File: src/hdl/hsp_sat_pkg.sv
// Shared types and constants for the HSP saturation adjust block.
// No dependencies; every other file in hdl/ imports this package.
`timescale 1ns / 1ps

package hsp_sat_pkg;

    typedef struct packed {
        logic        mode;
        logic [15:0] red_in;
        logic [15:0] green_in;
        logic [15:0] blue_in;
    } hsp_sat_in_t;

    typedef struct packed {
        logic [15:0] red_out;
        logic [15:0] green_out;
        logic [15:0] blue_out;
    } hsp_sat_out_t;

    typedef enum logic [1:0] {
        REG_FACTOR = 2'd0,
        REG_WEIGHT_RED = 2'd1,
        REG_WEIGHT_GREEN = 2'd2,
        REG_WEIGHT_BLUE = 2'd3
    } hsp_sat_reg_t;

    localparam logic [15:0] FACTOR_RESET = 16'd4096;
    localparam logic [15:0] WEIGHT_RED_RESET = 16'd19595;
    localparam logic [15:0] WEIGHT_GREEN_RESET = 16'd38470;
    localparam logic [15:0] WEIGHT_BLUE_RESET = 16'd7471;

    localparam logic [15:0] NARROW_MAX = 16'h00FF;

    function automatic logic [15:0] chan_max(input logic mode, input int cb);
        logic [16:0] full;
        full = (17'd1 << cb) - 17'd1;
        return mode ? full[15:0] : NARROW_MAX;
    endfunction

endpackage

File: src/hdl/hsp_sat_adjust.sv
// Saturation push and clamp for all three channels against brightness P.
// One multiply stage, then add, clamp and truncate; uses hsp_sat_pkg.
`timescale 1ns / 1ps

module hsp_sat_adjust
    import hsp_sat_pkg::*;
#(
    parameter int CB = 16,
    parameter int RW = 25
)
(
    input  logic          clk,
    input  logic          rst_n,
    input  logic          en,
    input  logic          valid_i,
    input  logic [RW-1:0] p8_i,
    input  hsp_sat_in_t   pix_i,
    input  logic [15:0]   factor,
    output logic          valid_o,
    output hsp_sat_out_t  res_o
);

    localparam int DW = RW + 2;
    localparam int PW = DW + 17;
    localparam int VW = PW + 1;

    logic signed [DW-1:0] diff_r;
    logic signed [DW-1:0] diff_g;
    logic signed [DW-1:0] diff_b;
    logic signed [16:0]   fac_s;
    logic                 valid_reg;
    logic                 mode_reg;
    logic [RW-1:0]        p8_reg;
    logic signed [PW-1:0] prod_r_reg;
    logic signed [PW-1:0] prod_g_reg;
    logic signed [PW-1:0] prod_b_reg;
    logic [CB-1:0]        maxv;
    logic signed [VW-1:0] base;
    logic signed [VW-1:0] lim;

    function automatic logic signed [DW-1:0] chan_diff(input logic [CB-1:0] c,
                                                       input logic [RW-1:0] p);
        return $signed({{(DW-CB-8){1'b0}}, c, 8'b0}) - $signed({2'b00, p});
    endfunction

    function automatic logic [15:0] clamp(input logic signed [PW-1:0] prod,
                                          input logic signed [VW-1:0] b,
                                          input logic signed [VW-1:0] l,
                                          input logic [CB-1:0] m);
        logic signed [VW-1:0] v;
        logic [VW-21:0]       q;
        v = $signed({{(VW-PW){prod[PW-1]}}, prod}) + b;
        q = v[VW-1:20];
        if (v[VW-1])
        begin
            return 16'd0;
        end
        else if (v > l)
        begin
            return 16'(m);
        end
        return 16'(q);
    endfunction

    always_comb
    begin
        fac_s = $signed({1'b0, factor});
        diff_r = chan_diff(pix_i.red_in[CB-1:0], p8_i);
        diff_g = chan_diff(pix_i.green_in[CB-1:0], p8_i);
        diff_b = chan_diff(pix_i.blue_in[CB-1:0], p8_i);
    end

    always_ff @(posedge clk or negedge rst_n)
    begin
        if (!rst_n)
        begin
            valid_reg <= 1'b0;
        end
        else if (en)
        begin
            valid_reg <= valid_i;
        end
    end

    always_ff @(posedge clk)
    begin
        if (en)
        begin
            mode_reg <= pix_i.mode;
            p8_reg <= p8_i;
            prod_r_reg <= PW'(diff_r) * PW'(fac_s);
            prod_g_reg <= PW'(diff_g) * PW'(fac_s);
            prod_b_reg <= PW'(diff_b) * PW'(fac_s);
        end
    end

    always_comb
    begin
        maxv = CB'(chan_max(mode_reg, CB));
        base = $signed({{(VW-RW-12){1'b0}}, p8_reg, 12'b0});
        lim = $signed({{(VW-CB-20){1'b0}}, maxv, 20'b0});
        res_o.red_out = clamp(prod_r_reg, base, lim, maxv);
        res_o.green_out = clamp(prod_g_reg, base, lim, maxv);
        res_o.blue_out = clamp(prod_b_reg, base, lim, maxv);
    end

    assign valid_o = valid_reg;

endmodule

File: config.mk
export PLATFORM = sky130hd
export DESIGN_NAME = hsp_sat_adjust
export DESIGN_NICKNAME = d
export VERILOG_FILES = /design/src/hdl/hsp_sat_pkg.sv /design/src/hdl/hsp_sat_adjust.sv
export SDC_FILE = /design/constraint.sdc
export NUM_CORES = 2
export LEC_CHECK = 0
export BUFFER_PORTS_ARGS = -buffer_cell sky130_fd_sc_hd__buf_2
export CORE_UTILIZATION = 46
export DETAILED_ROUTE_END_ITERATION = 16
export HOLD_SLACK_MARGIN = 0.03
export PLACE_DENSITY = 0.62
export SYNTH_ARGS = -nofsm -noshare
export SYNTH_HDL_FRONTEND = slang
export SYNTH_SLANG_ARGS = --single-unit
export TNS_END_PERCENT = 10
File: constraint.sdc
create_clock -name clk -period 5.8 [get_ports clk]
set_input_delay 0.29 -clock clk [delete_from_list [all_inputs] [get_ports clk]]
set_output_delay 0.29 -clock clk [all_outputs]
set_load 0.05 [all_outputs]
==> results.md <==
STA:
- Measured against its own limit, the worst slew margin works out to 33.9%.
- The fmax is 0.127 GHz.
- The final count of hold timing violations was 0.
- Setup repair after global routing could not meet its margin everywhere.
- The number of setup violations in the final report is 93.
- For the pin with the worst max-slew slack, the measured transition is 0.991 ns.
- The smallest clock period supported by the final layout is computed as 7.90 ns.
- The portion of the clock cycle consumed by the worst path in the final layout is 136%.
- For the final database, setup skew stands at 0 ns.
- The worst setup margin is -2.10 ns.
- The number of slew-limit violations in the final report is 0.

Drt:
- The average routed wire per standard cell is 20.4 um.
- The detailed router finished its first iteration with 2,902 violations.
- The detail route stage leaves a number of antenna-violating nets equal to 0.
- Wires add up to 166,000 um.
- The routed layout has 42,200 vias.
- The first-pass iteration count of the detailed router is 7.
- The number of remaining DRC errors is 0.
- The via count normalized by instance count is 5.19.

Die:
- The core footprint is 111,000 um^2.
- The I/O pin count is 143.
- Once the floorplan was initialized, standard cells occupied 46.5% of the core.
- The full die area is 113,000 um^2.
- The count of standard-cell rows is 122.
- The vertical die dimension is 337 um.
- The x dimension of the die is 337 um.

Global route:
- The initial antenna violation count came to 13.
- The number of global-route vias before repair came to 44,900.
- The global-route wire length before repair is 256,000 um.
- The pin count of the biggest net entering global routing is 74.
- The total overflow left after global routing is 0.
- Global routing used 30.1% of the available tracks across all layers.

Synthesis:
- The number of warnings printed during yosys synthesis is 0.
- The distinct cell type count after synthesis is 91.
- The cell area after synthesis is 51,600 um^2.
- Sequential elements use 8.14% of the synthesized area.
- After synthesis, the largest family of logic cells by area is adder cells.
- The proportion of synthesized flip-flops having asynchronous set or reset is 0.714%.
- Among all flip-flop cells after synthesis, the most frequent one is sky130_fd_sc_hd__edfxtp_1.
- The count of flip-flops with a built-in enable after synthesis is 139.
- In this run the mean area of a mapped cell was 9.14 um^2.
- By area the synthesized netlist is led by sky130_fd_sc_hd__fa_1 (44%), sky130_fd_sc_hd__inv_1 (9.7%), sky130_fd_sc_hd__ha_1 (9.0%), sky130_fd_sc_hd__edfxtp_1 (8.1%), sky130_fd_sc_hd__and2_1 (5.5%).
- The synthesized netlist devotes 8.84% of its cell area to compound gates.
- The flip-flop and latch count after synthesis is 140.
- The portion of synthesized area spent on multiplexers is 0.638%.
- The commonest cells after synthesis are sky130_fd_sc_hd__inv_1 (1,335), sky130_fd_sc_hd__fa_1 (1,128), sky130_fd_sc_hd__nand2_1 (689).
- The largest total area in the synthesized netlist belongs to sky130_fd_sc_hd__fa_1.
- The number of nets handed over by synthesis was 7,237.
- The synthesized instance count is 5,644.
- The fraction of the mapped netlist area in simple logic gates is 14.3%.
- The adder and majority gate portion of the synthesized area is 52.8%.
- The xor/xnor cell area share of the yosys netlist is 4.08%.
- The synthesized design devotes to its leading area cell type 43.8% of total area.
- Yosys instantiated no cell more often than sky130_fd_sc_hd__inv_1.

Finish:
- The final non-filler cell total is 8,122.
- The area growth from synthesis to layout is 25.6%.
- The fraction of the core area covered by cells at the end of the flow is 58.4%.
- The net count of the finished layout is 8,210.
- The register with the most flip-flops in the layout has 43 of them.
- The post-route netlist has 24.2% of its cells at a drive strength greater than 1.
- After routing the design area is 64,800 um^2.

Place:
- The number of buffers inserted by port buffering is 142.
- The cell count after placement is 8,009.
- The instance area after placement is 61,100 um^2.
- The post-DP HPWL is 143,000 um.
- The congestion estimate from routability-driven global placement came to 0.984.
- The worst slack at placement is -3.48 ns.

Worst setup path:
- The kind of critical path is in -> reg.
- The sort of element at the end of the critical path is a flop.
- The required time reported for the critical path endpoint is 6.04 ns.
- The launch point of the critical path is p8_i[2].
- The reg-to-reg critical path startpoint is valid_o$_DFFE_PN0P_.
- By instance count, the cell type seen most on the critical path is sky130_fd_sc_hd__fa_1.
- Of all nets on the critical path, the largest fanout is 7.
- The worst path arrival time is 8.14 ns.
- The slowest library cell on the worst path is sky130_fd_sc_hd__fa_1.
- The nature of the critical path startpoint is a primary input.
- The critical path's largest stage delay is 0.56 ns.

CTS:
- TritonCTS built the clock tree.
- At the later pin of the worst-skew pair, clock insertion delay measures 0.47 ns.
- The clock net in this run drives a total of 140 sinks.
- In this run, CTS created clock tree buffers numbering 17.
- The depth of the CTS H-tree is 4.
- The number of buffers between clock root and the deepest sink is 2.
- CTS placed an instance of sky130_fd_sc_hd__clkbuf_16 at the clock tree root.
- The clock slew seen by the registers of the worst setup and hold paths is 0.09 ns.

Run status:
- The flow ran to the end, but the final reports show violations.
- The checks that failed: setup timing.

Min path:
- The critical hold path startpoint is p8_i[21].
- The min-delay analysis places its worst path in the category in -> reg.

Flow run:
- The number of maximum-capacitance constraint violations is 0.
## path summary, 6_finish.rpt
| kind | endpoint | slack (ns) | cells past startpoint |
|---|---|---|---|
| max in group asynchronous | valid_o$_DFFE_PN0P_ | 5.60 | 2 |
| setup reg to reg | valid_o$_DFFE_PN0P_ | 5.06 | 1 |
| hold reg to reg | valid_o$_DFFE_PN0P_ | 0.51 | 1 |
| hold / removal | p8_reg[21]$_DFFE_PP_ | 0.09 | 1 |
| setup / recovery | prod_b_reg[37]$_DFFE_PP_ | -2.10 | 35 |
| min in group asynchronous | valid_o$_DFFE_PN0P_ | 0.12 | 2 |
## kinds of logic (layout without fill, tap and decap cells)
| logic type | Yosys count | in the layout |
|---|---|---|
| other | 0 | 4 |
| buffers and inverters | 1538 | 2524 |
| AOI/OAI and AO/OA | 692 | 692 |
| xor gates and xnor gates | 240 | 240 |
| DFF | 140 | 140 |
| muxes | 30 | 30 |
| and+or+nand+nor | 1505 | 1505 |
| adders and majority gates | 1499 | 1499 |
## layout by cell type (no fill, tap or decap), types with 47 or more instances in the layout
| master | Yosys | layout |
|---|---|---|
| sky130_fd_sc_hd__inv_1 | 1335 | 1306 |
| sky130_fd_sc_hd__fa_1 | 1128 | 1097 |
| sky130_fd_sc_hd__buf_4 | 1 | 936 |
| sky130_fd_sc_hd__nand2_1 | 689 | 675 |
| sky130_fd_sc_hd__and2_1 | 452 | 431 |
| sky130_fd_sc_hd__ha_1 | 371 | 326 |
| sky130_fd_sc_hd__xnor2_1 | 175 | 148 |
| sky130_fd_sc_hd__a21oi_1 | 206 | 142 |
| sky130_fd_sc_hd__edfxtp_1 | 139 | 139 |
| sky130_fd_sc_hd__a21o_1 | 119 | 118 |
| sky130_fd_sc_hd__buf_2 | 7 | 117 |
| sky130_fd_sc_hd__nor2_1 | 129 | 107 |
| sky130_fd_sc_hd__o21ai_0 | 102 | 64 |
| sky130_fd_sc_hd__a21oi_2 | 2 | 56 |
| sky130_fd_sc_hd__xor2_1 | 65 | 55 |
| sky130_fd_sc_hd__o21a_1 | 47 | 47 |
## cell type report
cell class                 instances  area, um^2
inverter                        1336        5040
fill                            9763       46200
multi-input combinational       3966       43900
timing repair buffer            1156        9120
clock inverter                    15         178
clock buffer                      17         425
sequential                       140        4200
antenna                            4        10.0
tap                             1488        1860
## metal layers
layer | global-route usage, % | part of all wire [%] | vias up
li1 | - | - | 19200
met5 | 0 | 0.057 | -
met4 | 11.1 | 4.5 | 8
met1 | 39.0 | 41 | 21300
met3 | 5.04 | 7.1 | 309
met2 | 50.4 | 47 | 1334
## what timing repair did
item                                    CTS  global route
endpoints found under the setup margin  136           144
endpoints found under the hold margin     7             1
hold buffers                              7             1
resized for setup                       215           323
setup buffers                            26            53
pin swaps                                86           228
## stage by stage
stage | hold WS (ns) | TNS (ns)
floorplan | -0.00559 | -118.19
global placement | 0.0644 | -217.73
detailed placement | 0.0676 | -223.27
CTS | 0.0366 | -128.27
global route | 0.0720 | -156.38
finish | 0.0908 | -129.83
## worst max-delay path, delay by kind of cell
| kind | cells | cell delay (ns) |
|---|---|---|
| simple gates | 6 | 1.05 |
| fa+ha+maj | 7 | 3.13 |
| buf+inv | 7 | 0.97 |
| compound gates | 14 | 2.42 |
| xor+xnor | 1 | 0.26 |
Power is left out: the tool's default activity adds up to more than one toggle a clock period on the data nets, which glitch-free logic cannot reach.
